`src/hdl/sb64_pkg.sv`:
```
// ----------------------------------------------------------------------------
// Base64 decoder package
// Shared types, codes and the alphabet lookup of the strict base64 decoder.
// ----------------------------------------------------------------------------
package sb64_pkg;

  typedef enum logic [1:0] {
    ST_OK       = 2'd0,
    ST_NEWLINE  = 2'd1,
    ST_BAD_CHAR = 2'd2,
    ST_BAD_PAD  = 2'd3
  } status_e;

  typedef enum logic {
    KIND_DATA   = 1'b0,
    KIND_STATUS = 1'b1
  } kind_e;

  localparam logic [7:0] CHAR_PAD     = 8'h3D;
  localparam logic [7:0] CHAR_NEWLINE = 8'h0A;
  localparam logic [7:0] CHAR_PLUS    = 8'h2B;
  localparam logic [7:0] CHAR_SLASH   = 8'h2F;

  localparam int unsigned QDEPTH = 4;
  localparam int unsigned QPTR_W = $clog2(QDEPTH);
  localparam int unsigned QCNT_W = $clog2(QDEPTH + 1);

  // One command for the back end: up to three data bytes, then an optional status.
  typedef struct packed {
    logic [1:0]      n_bytes;
    logic [0:2][7:0] bytes;
    logic            has_status;
    status_e         status;
  } cmd_t;

  typedef struct packed {
    logic valid;
    logic [5:0] value;
  } sextet_t;

  function automatic sextet_t sextet_of(input logic [7:0] c);
    sextet_t r;
    r.valid = 1'b1;
    r.value = 6'd0;
    if (c >= 8'h41 && c <= 8'h5A) begin
      r.value = 6'(c - 8'h41);
    end else if (c >= 8'h61 && c <= 8'h7A) begin
      r.value = 6'(c - 8'h61 + 8'd26);
    end else if (c >= 8'h30 && c <= 8'h39) begin
      r.value = 6'(c - 8'h30 + 8'd52);
    end else if (c == CHAR_PLUS) begin
      r.value = 6'd62;
    end else if (c == CHAR_SLASH) begin
      r.value = 6'd63;
    end else begin
      r.valid = 1'b0;
    end
    return r;
  endfunction

endpackage

```
`src/hdl/sb64_if.sv`:
```
// ----------------------------------------------------------------------------
// Base64 decoder channels
// Valid/ready channels for text characters in and decoded items out.
// ----------------------------------------------------------------------------
interface sb64_in_if;
  logic       valid;
  logic       ready;
  logic [7:0] char_code;
  logic       last;

  modport source (output valid, output char_code, output last, input ready);
  modport sink   (input valid, input char_code, input last, output ready);
endinterface

interface sb64_out_if;
  logic       valid;
  logic       ready;
  logic       kind;
  logic [7:0] data_byte;
  logic [1:0] status;
  logic       end_of_run;

  modport source (output valid, output kind, output data_byte, output status,
                  output end_of_run, input ready);
  modport sink   (input valid, input kind, input data_byte, input status,
                  input end_of_run, output ready);
endinterface

```
`src/hdl/sb64_front.sv`:
```
// ----------------------------------------------------------------------------
// Base64 decoder front end
// Classifies each character, tracks group and padding state, and issues one
// command per character that yields output.
// ----------------------------------------------------------------------------
module sb64_front import sb64_pkg::*; (
  input  logic       clk_i,
  input  logic       rst_ni,
  sb64_in_if.sink    in_i,
  input  logic       q_full_i,
  output logic       push_o,
  output cmd_t       cmd_o
);

  logic [17:0] gb_q, gb_d, gb_n;
  logic [1:0]  gc_q, gc_d, gc_n;
  logic        ps_q, ps_d, ps_n;
  logic [1:0]  pc_q, pc_d, pc_n;
  logic        bad_q, bad_d, bad_n;
  logic        accept;
  logic        full_grp;
  logic        bad_len;
  sextet_t     sx;
  logic [23:0] word;

  assign in_i.ready = !q_full_i;
  assign accept     = in_i.valid && !q_full_i;
  assign sx         = sextet_of(in_i.char_code);
  assign word       = {gb_q, sx.value};

  always_comb begin
    gb_n     = gb_q;
    gc_n     = gc_q;
    ps_n     = ps_q;
    pc_n     = pc_q;
    bad_n    = bad_q;
    full_grp = 1'b0;
    if (ps_q) begin
      if (pc_q != 2'd3) begin
        pc_n = pc_q + 2'd1;
      end
    end else if (in_i.char_code == CHAR_PAD) begin
      ps_n = 1'b1;
      pc_n = 2'd1;
    end else if (!sx.valid) begin
      bad_n = 1'b1;
    end else if (gc_q == 2'd3) begin
      full_grp = 1'b1;
      gb_n     = '0;
      gc_n     = 2'd0;
    end else begin
      gb_n = {gb_q[11:0], sx.value};
      gc_n = gc_q + 2'd1;
    end
  end

  always_comb begin
    bad_len = (pc_n == 2'd3) || (gc_n == 2'd1) ||
              (pc_n == 2'd0 && gc_n != 2'd0) ||
              (pc_n == 2'd2 && gc_n != 2'd2) ||
              (pc_n == 2'd1 && gc_n != 2'd3);

    cmd_o            = '0;
    cmd_o.has_status = in_i.last;
    if (in_i.char_code == CHAR_NEWLINE) begin
      cmd_o.status = ST_NEWLINE;
    end else if (bad_n) begin
      cmd_o.status = ST_BAD_CHAR;
    end else if (bad_len) begin
      cmd_o.status = ST_BAD_PAD;
    end else begin
      cmd_o.status = ST_OK;
    end

    if (full_grp && !bad_q) begin
      cmd_o.n_bytes  = 2'd3;
      cmd_o.bytes[0] = word[23:16];
      cmd_o.bytes[1] = word[15:8];
      cmd_o.bytes[2] = word[7:0];
    end else if (in_i.last && cmd_o.status == ST_OK && gc_n == 2'd2) begin
      cmd_o.n_bytes  = 2'd1;
      cmd_o.bytes[0] = gb_n[11:4];
    end else if (in_i.last && cmd_o.status == ST_OK && gc_n == 2'd3) begin
      cmd_o.n_bytes  = 2'd2;
      cmd_o.bytes[0] = gb_n[17:10];
      cmd_o.bytes[1] = gb_n[9:2];
    end

    push_o = accept && (cmd_o.n_bytes != 2'd0 || in_i.last);

    gb_d  = gb_q;
    gc_d  = gc_q;
    ps_d  = ps_q;
    pc_d  = pc_q;
    bad_d = bad_q;
    if (accept) begin
      if (in_i.last) begin
        gb_d  = '0;
        gc_d  = 2'd0;
        ps_d  = 1'b0;
        pc_d  = 2'd0;
        bad_d = 1'b0;
      end else begin
        gb_d  = gb_n;
        gc_d  = gc_n;
        ps_d  = ps_n;
        pc_d  = pc_n;
        bad_d = bad_n;
      end
    end
  end

  always_ff @(posedge clk_i or negedge rst_ni) begin
    if (!rst_ni) begin
      gb_q  <= '0;
      gc_q  <= 2'd0;
      ps_q  <= 1'b0;
      pc_q  <= 2'd0;
      bad_q <= 1'b0;
    end else begin
      gb_q  <= gb_d;
      gc_q  <= gc_d;
      ps_q  <= ps_d;
      pc_q  <= pc_d;
      bad_q <= bad_d;
    end
  end

endmodule

```
`src/hdl/sb64_queue.sv`:
```
// ----------------------------------------------------------------------------
// Base64 decoder command queue
// A short first-in first-out queue of commands between front and back end.
// ----------------------------------------------------------------------------
module sb64_queue import sb64_pkg::*; (
  input  logic clk_i,
  input  logic rst_ni,
  input  logic push_i,
  input  cmd_t cmd_i,
  input  logic pop_i,
  output logic full_o,
  output logic empty_o,
  output cmd_t head_o
);

  cmd_t              mem_q [QDEPTH];
  logic [QPTR_W-1:0] wr_q, wr_d;
  logic [QPTR_W-1:0] rd_q, rd_d;
  logic [QCNT_W-1:0] cnt_q, cnt_d;

  assign full_o  = (cnt_q == QCNT_W'(QDEPTH));
  assign empty_o = (cnt_q == '0);
  assign head_o  = mem_q[rd_q];

  always_comb begin
    wr_d  = wr_q;
    rd_d  = rd_q;
    cnt_d = cnt_q;
    if (push_i) begin
      wr_d = wr_q + QPTR_W'(1);
    end
    if (pop_i) begin
      rd_d = rd_q + QPTR_W'(1);
    end
    if (push_i && !pop_i) begin
      cnt_d = cnt_q + QCNT_W'(1);
    end else if (!push_i && pop_i) begin
      cnt_d = cnt_q - QCNT_W'(1);
    end
  end

  always_ff @(posedge clk_i) begin
    if (push_i) begin
      mem_q[wr_q] <= cmd_i;
    end
  end

  always_ff @(posedge clk_i or negedge rst_ni) begin
    if (!rst_ni) begin
      wr_q  <= '0;
      rd_q  <= '0;
      cnt_q <= '0;
    end else begin
      wr_q  <= wr_d;
      rd_q  <= rd_d;
      cnt_q <= cnt_d;
    end
  end

endmodule

```
`src/hdl/sb64_back.sv`:
```
// ----------------------------------------------------------------------------
// Base64 decoder back end
// Unpacks each queued command into data and status items, one per cycle while
// the output is not stalled, through an output register.
// ----------------------------------------------------------------------------
module sb64_back import sb64_pkg::*; (
  input  logic       clk_i,
  input  logic       rst_ni,
  input  logic       empty_i,
  input  cmd_t       head_i,
  output logic       pop_o,
  sb64_out_if.source out_o
);

  logic       ov_q, ov_d;
  logic [1:0] sub_q, sub_d;
  logic       kind_q, kind_d;
  logic [7:0] byte_q, byte_d;
  logic [1:0] st_q, st_d;
  logic       eor_q, eor_d;
  logic       load;
  logic       last_item;
  logic [2:0] total;

  assign out_o.valid      = ov_q;
  assign out_o.kind       = kind_q;
  assign out_o.data_byte  = byte_q;
  assign out_o.status     = st_q;
  assign out_o.end_of_run = eor_q;

  assign load      = !empty_i && (!ov_q || out_o.ready);
  assign total     = {1'b0, head_i.n_bytes} + {2'b0, head_i.has_status};
  assign last_item = ({1'b0, sub_q} + 3'd1) == total;
  assign pop_o     = load && last_item;

  always_comb begin
    ov_d   = ov_q;
    sub_d  = sub_q;
    kind_d = kind_q;
    byte_d = byte_q;
    st_d   = st_q;
    eor_d  = eor_q;
    if (load) begin
      ov_d  = 1'b1;
      sub_d = last_item ? 2'd0 : sub_q + 2'd1;
      if (sub_q < head_i.n_bytes) begin
        kind_d = KIND_DATA;
        st_d   = ST_OK;
        eor_d  = 1'b0;
        unique case (sub_q)
          2'd0:    byte_d = head_i.bytes[0];
          2'd1:    byte_d = head_i.bytes[1];
          default: byte_d = head_i.bytes[2];
        endcase
      end else begin
        kind_d = KIND_STATUS;
        byte_d = 8'h00;
        st_d   = head_i.status;
        eor_d  = 1'b1;
      end
    end else if (out_o.ready) begin
      ov_d = 1'b0;
    end
  end

  always_ff @(posedge clk_i) begin
    kind_q <= kind_d;
    byte_q <= byte_d;
    st_q   <= st_d;
    eor_q  <= eor_d;
  end

  always_ff @(posedge clk_i or negedge rst_ni) begin
    if (!rst_ni) begin
      ov_q  <= 1'b0;
      sub_q <= 2'd0;
    end else begin
      ov_q  <= ov_d;
      sub_q <= sub_d;
    end
  end

endmodule

```
`src/hdl/strict_base64_decoder.sv`:
```
// ----------------------------------------------------------------------------
// Strict base64 decoder
// Decodes a base64 text field, one character per item, into data bytes and a
// closing status item.
//
//   Channel  Dir  Payload                                  Item
//   in_i     in   char_code[7:0], last                     one text character
//   out_o    out  kind, data_byte[7:0], status[1:0],       one byte or status
//                 end_of_run
//
// The front end takes one character per cycle while its four-entry command
// queue has room. The back end emits one result item per cycle unless the
// output stalls, so a character that completes a group yields three items,
// which the queue absorbs. An accepted command passes through the queue into
// the output register. Reset clears the group state, the queue and the output
// valid. A stalled output fills the queue and then holds ready low on the input.
// ----------------------------------------------------------------------------
module strict_base64_decoder import sb64_pkg::*; (
  input  logic       clk_i,
  input  logic       rst_ni,
  sb64_in_if.sink    in_i,
  sb64_out_if.source out_o
);

  logic push;
  logic pop;
  logic q_full;
  logic q_empty;
  cmd_t cmd;
  cmd_t head;

  sb64_front u_front (
    .clk_i    (clk_i),
    .rst_ni   (rst_ni),
    .in_i     (in_i),
    .q_full_i (q_full),
    .push_o   (push),
    .cmd_o    (cmd)
  );

  sb64_queue u_queue (
    .clk_i   (clk_i),
    .rst_ni  (rst_ni),
    .push_i  (push),
    .cmd_i   (cmd),
    .pop_i   (pop),
    .full_o  (q_full),
    .empty_o (q_empty),
    .head_o  (head)
  );

  sb64_back u_back (
    .clk_i   (clk_i),
    .rst_ni  (rst_ni),
    .empty_i (q_empty),
    .head_i  (head),
    .pop_o   (pop),
    .out_o   (out_o)
  );

endmodule

```
`src/flat_wrapper.sv`:
```
// flat-port wrapper written by rule: the top's interface ports become plain ports
module strict_base64_decoder_flat import sb64_pkg::*;
  (clk_i, rst_ni, in_i_valid, in_i_char_code, in_i_last, in_i_ready, out_o_valid, out_o_kind, out_o_data_byte, out_o_status, out_o_end_of_run, out_o_ready);
  sb64_in_if in_i_i ();
  sb64_out_if out_o_i ();
  input  logic clk_i;
  input  logic rst_ni;
  input wire logic [$bits(in_i_i.valid)-1:0] in_i_valid;
  input wire logic [$bits(in_i_i.char_code)-1:0] in_i_char_code;
  input wire logic [$bits(in_i_i.last)-1:0] in_i_last;
  output wire logic [$bits(in_i_i.ready)-1:0] in_i_ready;
  output wire logic [$bits(out_o_i.valid)-1:0] out_o_valid;
  output wire logic [$bits(out_o_i.kind)-1:0] out_o_kind;
  output wire logic [$bits(out_o_i.data_byte)-1:0] out_o_data_byte;
  output wire logic [$bits(out_o_i.status)-1:0] out_o_status;
  output wire logic [$bits(out_o_i.end_of_run)-1:0] out_o_end_of_run;
  input wire logic [$bits(out_o_i.ready)-1:0] out_o_ready;
  assign in_i_i.valid = in_i_valid;
  assign in_i_i.char_code = in_i_char_code;
  assign in_i_i.last = in_i_last;
  assign in_i_ready = in_i_i.ready;
  assign out_o_valid = out_o_i.valid;
  assign out_o_kind = out_o_i.kind;
  assign out_o_data_byte = out_o_i.data_byte;
  assign out_o_status = out_o_i.status;
  assign out_o_end_of_run = out_o_i.end_of_run;
  assign out_o_i.ready = out_o_ready;
  strict_base64_decoder u_core (.clk_i(clk_i), .rst_ni(rst_ni), .in_i(in_i_i), .out_o(out_o_i));
endmodule
```
`config.mk`:
```
export PLATFORM = sky130hd
export DESIGN_NAME = strict_base64_decoder_flat
export DESIGN_NICKNAME = d
export VERILOG_FILES = /design/src/hdl/sb64_pkg.sv /design/src/hdl/sb64_if.sv /design/src/hdl/sb64_front.sv /design/src/hdl/sb64_queue.sv /design/src/hdl/sb64_back.sv /design/src/hdl/strict_base64_decoder.sv /design/src/flat_wrapper.sv
export SDC_FILE = /design/constraint.sdc
export NUM_CORES = 1
export LEC_CHECK = 0
export BUFFER_PORTS_ARGS = -buffer_cell sky130_fd_sc_hd__buf_2
export CAP_MARGIN = 20
export CORE_UTILIZATION = 30
export CTS_CLUSTER_SIZE = 14
export DETAILED_ROUTE_END_ITERATION = 8
export PLACE_DENSITY = 0.51
export REMOVE_ABC_BUFFERS = 1
export SLEW_MARGIN = 30
export SYNTH_ARGS = -nofsm -noshare
export SYNTH_HDL_FRONTEND = slang
export SYNTH_SLANG_ARGS = --single-unit
```
`constraint.sdc`:
```
create_clock -name clk_i -period 3.4 [get_ports clk_i]
set_clock_uncertainty 0.15 [all_clocks]
set_input_delay 0.51 -clock clk_i [delete_from_list [all_inputs] [get_ports clk_i]]
set_output_delay 0.51 -clock clk_i [all_outputs]
set_load 0.03 [all_outputs]
```
==> results of run 1 <==
-- worst max path at each step --
stage / startpoint / to / slack [ns] / cells past startpoint
floorplan: u_core.u_queue.rd_q[0] / u_core.u_queue.cnt_q[1] / -0.86 / 10
finish: u_core.u_queue.rd_q[0] / u_core.u_queue.cnt_q[1] / 0.14 / 10
global placement: in_i_char_code[2] / u_core.u_queue.mem_q[0][14] / 0.06 / 12
detailed placement: in_i_char_code[2] / u_core.u_queue.mem_q[0][24] / 0.01 / 11
global route: u_core.u_queue.rd_q[0] / u_core.u_queue.cnt_q[1] / -0.02 / 10
CTS: u_core.u_queue.rd_q[0] / u_core.u_queue.cnt_q[1] / 0.03 / 10
-- routing by layer --
layer  part of all wire (%)  vias up  GRT usage, %
met5                      0        -             0
met4                    1.6        0          4.85
met3                    4.4       19          3.03
met2                     48      133          23.6
met1                     46     2483          19.5
li1                       -     2258             -
-- synthesized netlist by cell type (all sizes together), types with 2 or more instances --
cell / instances
a2111oi: 2
a211oi: 4
a21o: 4
a21oi: 27
a221oi: 2
a22o: 2
a22oi: 28
a2bb2oi: 2
a32oi: 2
and2: 9
and3: 5
buf: 13
clkbuf: 11
dfrtp: 34
edfxtp: 127
ha: 21
inv: 26
mux2: 3
mux4: 29
nand2: 47
nand2b: 3
nand3: 2
nor2: 20
nor2b: 5
nor3: 7
nor4: 3
o2111ai: 2
o211ai: 7
o21a: 4
o21ai: 34
o21bai: 2
o22ai: 8
o31a: 3
o31ai: 4
o32ai: 3
o41ai: 2
or2: 2
or3: 4
or3b: 2
xnor2: 6
xor2: 4
-- cell families (layout without fill, tap and decap cells) --
| group | count (synthesis) | in the layout | share of synthesized area, % |
|---|---|---|---|
| AOI/OAI and AO/OA | 151 | 151 | 14.7 |
| DFF | 161 | 161 | 60.5 |
| adders and majority gates | 22 | 22 | 3.67 |
| buffers and inverters | 50 | 122 | 2.84 |
| and+or+nand+nor | 118 | 118 | 8.26 |
| muxes | 32 | 32 | 8.96 |
| xor gates and xnor gates | 10 | 10 | 1.14 |
-- area by class of cell --
class                           count  area, um^2  area share, %
Timing Repair Buffer               64         465           5.13
Tap cell                          330         413           4.55
Multi-Input combinational cell    333        2840           31.3
Clock inverter                     13         160           1.77
Inverter                           26        97.6           1.08
Sequential cell                   161        4670           51.4
Clock buffer                       19         433           4.77
-- power by group --
part           switching, uW  total, uW  internal (uW)
Clock                    761       1920           1160
Combinational           1260       2170            914
Sequential               211       2740           2530
Total                   2230       6830           4600
-- worst max-delay path, delay by kind of cell, from the launching register on --
family / cells / cell delay (ns)
adders and majority gates: 4 / 1.13
muxes: 2 / 0.80
and+or+nand+nor: 2 / 0.41
DFF: 1 / 0.41
xor gates and xnor gates: 1 / 0.16
buffers and inverters: 1 / 0.08
-- registers in the layout, summed over array words and instances (netlist names) --
| signal | cells |
|---|---|
| u_core.u_queue.rd_q | 2 |
| u_core.u_back.out_o.status | 2 |
| u_core.u_back.out_o.end_of_run | 1 |
| u_core.u_front.pc_q | 2 |
| u_core.u_front.gb_q | 18 |
| u_core.u_back.sub_q | 2 |
| u_core.u_front.gc_q | 2 |
| u_core.u_front.ps_q | 1 |
| u_core.u_back.out_o.valid | 1 |
| u_core.u_queue.wr_q | 2 |
| u_core.u_queue.cnt_q | 3 |
| u_core.u_front.bad_q | 1 |
| u_core.u_queue.mem_q | 116 |
| u_core.u_back.out_o.data_byte | 8 |
-- repair_timing --
item / 4_1_cts / 5_1_grt
gates resized for setup: 0 / 1
setup endpoints to repair: 0 / 2
setup buffers: 0 / 1
-- stage by stage --
stage / instance area [um^2] / hold WS [ns]
2_1_floorplan: 7590 / 0.0644
3_3_place_gp: 8470 / 0.327
3_5_place_dp: 8470 / 0.332
4_1_cts: 9060 / 0.0630
5_1_grt: 9070 / 0.106
6_report: 9070 / 0.0530
==> key figures, run 1 <==
CTS
  – CTS clk-pin slew, worst paths: roughly 0.060 ns
  – CTS Hold Buffers Added: 0
  – Clock Latency Late Sink: between 0.4 and 0.5 ns
  – CTS tree: built
  – Number of CTS-inserted buffers: 17
  – H-Tree Depth: 4
  – CTS Buffer Depth: 2
  – Clk sinks: between 150 and 200
  – CTS Root Cell: clkbuf_16

Placement
  – Post-Place Cells: approximately 910
  – Pre-CTS WS: ~0.014 ns
  – Placer Congestion: 0.813
  – Port-buffer cells: 26
  – DP Wirelength: roughly 12000 um

Critical path
  – Critical Path RT: roughly 3.6 ns
  – Reg2reg end: u_core.u_queue.cnt_q[1]
  – Worst path arrival time: about 3.4 ns
  – Startpoint types: register
  – Reg-to-Reg Start: u_core.u_queue.rd_q[0]
  – FF-to-FF setup slack: between 0.1 and 0.15 ns
  – Crit end category: register
  – Top cell by count, worst path: ha_1
  – Crit path kind: reg -> reg
  – Worst R2R Path Depth: 10
  – Crit path max fanout: 4
  – CP Cell Sequence: mux4_2, ha_1, ha_1, xor2_1, nor3_2, nand2_1, ha_1, inv_1, fa_1, mux2_2
  – Worst path max stage delay: about 0.54 ns
  – CP max-delay cell: mux4_2

STA
  – Slew HR: ~43%
  – Least-Margin Pin Slew: between 0.8 and 0.9 ns
  – Final min period: 3.26 ns
  – Final hold violations: 0
  – Period utilization: a little over nine tenths
  – Final setup TNS: 0 ns
  – Max-slew violations: 0
  – PnR worst setup slack: 0.145 ns
  – FMAX: 307 MHz
  – # setup viols final: 0

Detailed routing
  – DR pass1 iterations: 5
  – Iter 0 DRT Violations: roughly 380
  – Via count: roughly 5k
  – WL/cell: between 15 and 20 um
  – Vias per cell: 5.17
  – Post-Route WL: 18200 um
  – # DRC: 0
  – Post-route ant nets: 0

Final layout
  – Share of post-route cells with drive strength above 1: approximately 25%
  – Nets@finish: approximately 640
  – Filler Cells Inserted: roughly 2.4k
  – Area grow syn2layout: 17.6%
  – Final cell count without fillers: about 950
  – Diodes inserted: 0
  – Most frequent cells in the layout: edfxtp_1, nand2_1, buf_4
  – Most common cell after layout, fill and taps aside: edfxtp_1
  – Util after Layout: roughly 36%

Flow run
  – Max Cap Viol: 0

Global routing
  – GRT Residual Overflow: 0
  – Largest net degree at the start of global routing: 35
  – Gr usage total: 14.6%
  – Vias in the first global route: slightly below 5k
  – First-pass GRT wire length: around 29000 um
  – Initial antenna violation count: 0

Floorplan
  – Die width: between 150 and 200 um
  – Initial Util: between 30% and 40%
  – Core ar.: ~0.025 mm^2
  – IO Count: 27
  – Die area: about 0.026 mm^2
  – Die H: around 160 um
  – FP Rows: 58

Synthesis
  – Synth warnings: 0
  – Area leader, netlist: edfxtp_1
  – Post-synth EDFFs: ~130
  – Register area share after synthesis: 60.5%
  – Post-synth top area share: between 40% and 50%
  – Fraction of registers with async set/reset: about a fifth
  – Synthesized area per cell: around 14 um^2
  – Post-synthesis cell count: about 540
  – Library cells used by synthesis: 82
  – Top_reg_cell synth: edfxtp_1
  – Synthesized area: between 0.007 and 0.008 mm^2
  – #FFs+latches synth: around 160
  – Top post-synthesis cells by area: edfxtp_1, dfrtp_1, mux4_2, ha_1, a22oi_1

Min path
  – Min-delay worst type: in -> async

Power
  – Total leakage power: 0.00323 uW
  – Power, Total: ~6800 uW
  – Peak VDD IR: roughly 0.36 mV
  – Power per cell area: 753 mW/mm^2

Run status
  – Outcome: finished, final reports clean
No activity file was read; power rests on OpenSTA's default activity.
==> run 2: changes to the inputs <==
--- a/config.mk
+++ b/config.mk
@@ -15,4 +15,5 @@
 export SLEW_MARGIN = 30
 export SYNTH_ARGS = -nofsm -noshare
 export SYNTH_HDL_FRONTEND = slang
+export SYNTH_HIERARCHICAL = 1
 export SYNTH_SLANG_ARGS = --single-unit
==> run 2 against run 1 <==
Core utilization up 0.071 points; combinational power about the same; global-route usage decreased by 0.58 points; maximum frequency rose by 0.19%; register-to-register slack about the same; clock power shrank 2%; largest cell class unchanged; highest routed layer unchanged.
==> key figures, run 2 <==
Run status
  – Outcome: finished, final reports clean

Floorplan
  – Initial Util: 30.8% (+0.14 points)
  – Die H: 163 um (+0.66%)
  – Die area: 0.0267 mm^2 (+1.3%)
  – FP Rows: 58 (unchanged)
  – Core ar.: 0.0254 mm^2 (+0.86%)
  – Die width: 163 um (+0.66%)
  – IO Count: 27 (unchanged)

Detailed routing
  – Post-Route WL: 17700 um (-2.6%)
  – # DRC: 0 (unchanged)
  – Iter 0 DRT Violations: 314 (-18%)
  – Via count: 4913 (+0.41%)
  – DR pass1 iterations: 5 (unchanged)
  – Post-route ant nets: 0 (unchanged)
  – Vias per cell: 5.12 (-1.1%)
  – WL/cell: 18.5 um (-4.0%)

Final layout
  – Nets@finish: 653 (+2.4%)
  – Area grow syn2layout: 17.3%
  – Most flops, register: u_core/u_queue/mem_q
  – Area of the multi-input gates: 0.00291 mm^2 (+2.5%)
  – Reg area: 0.00467 mm^2 (unchanged)
  – Util after Layout: 36.1% (+0.071 points)
  – Share of post-route cells with drive strength above 1: 25.4% (+0.72 points)
  – Max FFs per register: 116 (unchanged)
  – Most common cell after layout, fill and taps aside: edfxtp_1
  – Most frequent cells in the layout: edfxtp_1, nand2_1, buf_4
  – Final instance area: 0.00917 mm^2 (+1.1%)
  – Diodes inserted: 0 (unchanged)
  – Filler Cells Inserted: 2431 (+0.12%)

STA
  – Least-Margin Pin Slew: 0.845 ns (-0.0163 ns)
  – Max-slew violations: 0 (unchanged)
  – FMAX: 308 MHz (+0.19%)
  – Final setup TNS: 0 ns (unchanged)
  – Final min period: 3.25 ns (-0.00624 ns)
  – Slew HR: 43.7% (+1.1 points)
  – RSZ-0062 raised after global routing: false
  – PnR worst setup slack: 0.151 ns (+0.00624 ns)
  – Final hold violations: 0 (unchanged)
  – # setup viols final: 0 (unchanged)
  – Period utilization: 95.6% (-0.18 points)

Placement
  – Cell Area, Placed: 0.00858 mm^2 (+1.3%)
  – DP Wirelength: 12100 um (about the same)
  – Port-buffer cells: 26 (unchanged)
  – Pre-CTS WS: -0.0248 ns (-0.0390 ns)
  – Placer Congestion: 0.867 (+6.6%)

Synthesis
  – Fraction of registers with async set/reset: 21.1% (unchanged)
  – Area leader, netlist: edfxtp_1
  – Top_reg_cell synth: edfxtp_1
  – #FFs+latches synth: 161 (unchanged)
  – Top post-synthesis cells by area: edfxtp_1, dfrtp_1, mux4_2, ha_1, nand2_1
  – Synthesized area: 0.00781 mm^2 (+1.3%)
  – Most instantiated library cell after synthesis: edfxtp_1
  – Synthesized area per cell: 14.2 um^2 (-0.14%)
  – Register area share after synthesis: 59.7% (-0.79 points)
  – Library cells used by synthesis: 74 (-9.8%)
  – Post-synthesis cell count: 552 (+1.5%)
  – Synth warnings: 6 (+6)
  – Synth cell count leaders: edfxtp_1, nand2_1, dfrtp_1
  – Post-synth top area share: 48.8% (-0.65 points)
  – Post-synth EDFFs: 127 (unchanged)

Global routing
  – GRT Residual Overflow: 0 (unchanged)
  – Gr usage total: 14.0% (-0.58 points)
  – First-pass GRT wire length: 28300 um (-0.87%)
  – Initial antenna violation count: 0 (unchanged)
  – Largest net degree at the start of global routing: 35 (unchanged)
  – Vias in the first global route: 5014 (+1.7%)

Critical path
  – Critical Path RT: 3.60 ns (+0.04 ns)
  – Startpoint types: register
  – CP max-delay cell: mux4_2
  – Worst path arrival time: 3.45 ns (+0.04 ns)
  – Worst path max stage delay: 0.54 ns (about the same)
  – Crit path kind: reg -> reg
  – CP Cell Sequence: mux4_2, ha_1, ha_1, xor2_2, nor3_2, and2_4, inv_1, ha_2, inv_1, fa_1, xor2_1, nor2_1, xor2_1
  – Crit end category: register
  – Crit path max fanout: 4 (unchanged)

CTS
  – CTS tree: built
  – CTS Root Cell: clkbuf_16
  – Number of CTS-inserted buffers: 17 (unchanged)
  – CTS clk-pin slew, worst paths: 0.06 ns (about the same)
  – Clk sinks: 161 (unchanged)
  – CTS Buffer Depth: 2 (unchanged)
  – H-Tree Depth: 4 (unchanged)
  – CTS Hold Buffers Added: 0 (unchanged)
  – Post-CTS Repair Setup Buffers: 0 (unchanged)
  – Clock Latency Late Sink: 0.43 ns (about the same)

Power
  – Power, Total: 6700 uW (-2.0%)
  – Total leakage power: 0.00340 uW (+5.1%)
  – Peak VDD IR: 0.365 mV (+1.6%)
  – Power per cell area: 730 mW/mm^2 (-3.0%)

Flow run
  – Max Cap Viol: 0 (unchanged)

Min path
  – Min-delay worst type: in -> async
-- run 2: cell count changes after synthesis, sizes merged, moves of 5 or more --
cell   change
nand2      +7
a21oi      -5
a22oi      -6
a221o      +5
a22o       +7
buf        +6
o22ai      -8
nor2b      +9
inv       -10
mux2i      +7
nand3      +7
-- run 2: stage by stage --
stage	instances	hold WS [ns]
3_5_place_dp	929	0.345
6_report	960	0.0322
2_1_floorplan	526	0.0644
3_3_place_gp	929	0.325
4_1_cts	960	0.0556
5_1_grt	960	0.0883
-- run 2: worst paths after layout --
| path | end | slack (ns) | cells past startpoint | from |
|---|---|---|---|---|
| setup / recovery | u_core/u_queue/cnt_q[2] | 0.15 | 13 | u_core/u_queue/rd_q[0] |
| hold / removal | u_core/u_back/sub_q[1] | 0.03 | 1 | rst_ni |
| setup reg to reg | u_core/u_queue/cnt_q[2] | 0.15 | 13 | u_core/u_queue/rd_q[0] |
| hold reg to reg | u_core/u_queue/cnt_q[2] | 0.35 | 1 | u_core/u_queue/cnt_q[2] |
| max in group asynchronous | u_core/u_queue/rd_q[0] | 2.49 | 1 | rst_ni |
| min in group clk_i | u_core/u_back/out_o.valid | 0.26 | 3 | out_o_ready |
-- run 2: critical path: cells and delay by family, from the launching register on --
family / cells / cell delay [ns]
fa+ha+maj: 4 / 1.10
buf+inv: 2 / 0.13
mux: 1 / 0.54
flops: 1 / 0.41
xor+xnor: 3 / 0.50
simple gates: 3 / 0.35
-- run 2: layer usage --
layer	track usage, %	share of wire (%)
met5	0	0
met3	2.44	4.8
met1	18.9	46
met2	22.6	48
met4	5.27	1.5
-- run 2: logic make-up after synthesis --
group | count (synthesis) | share of synthesized area, %
xor gates and xnor gates | 13 | 1.46
adders and majority gates | 22 | 3.62
AOI/OAI and AO/OA | 134 | 12.7
muxes | 37 | 9.45
and+or+nand+nor | 143 | 9.73
DFF | 161 | 59.7
buffers and inverters | 42 | 3.31
-- run 2: repair_timing --
item / 4_1_cts / 5_1_grt
endpoints found under the setup margin: 1 / 2
pin swaps: 0 / 2
resized for setup: 1 / 3
-- run 2: power by group --
group	total, uW	switching, uW	internal, uW
registers	2680	184	2490
logic	2140	1230	914
clock network	1880	738	1140
total	6700	2150	4550
-- run 2: cell type report --
class,count,area share [%]
Clock buffer,19,4.72
Clock inverter,12,1.56
Inverter,16,0.655
Multi-Input combinational cell,349,31.7
Sequential cell,161,50.9
Tap cell,330,4.50
Timing Repair Buffer,73,5.95
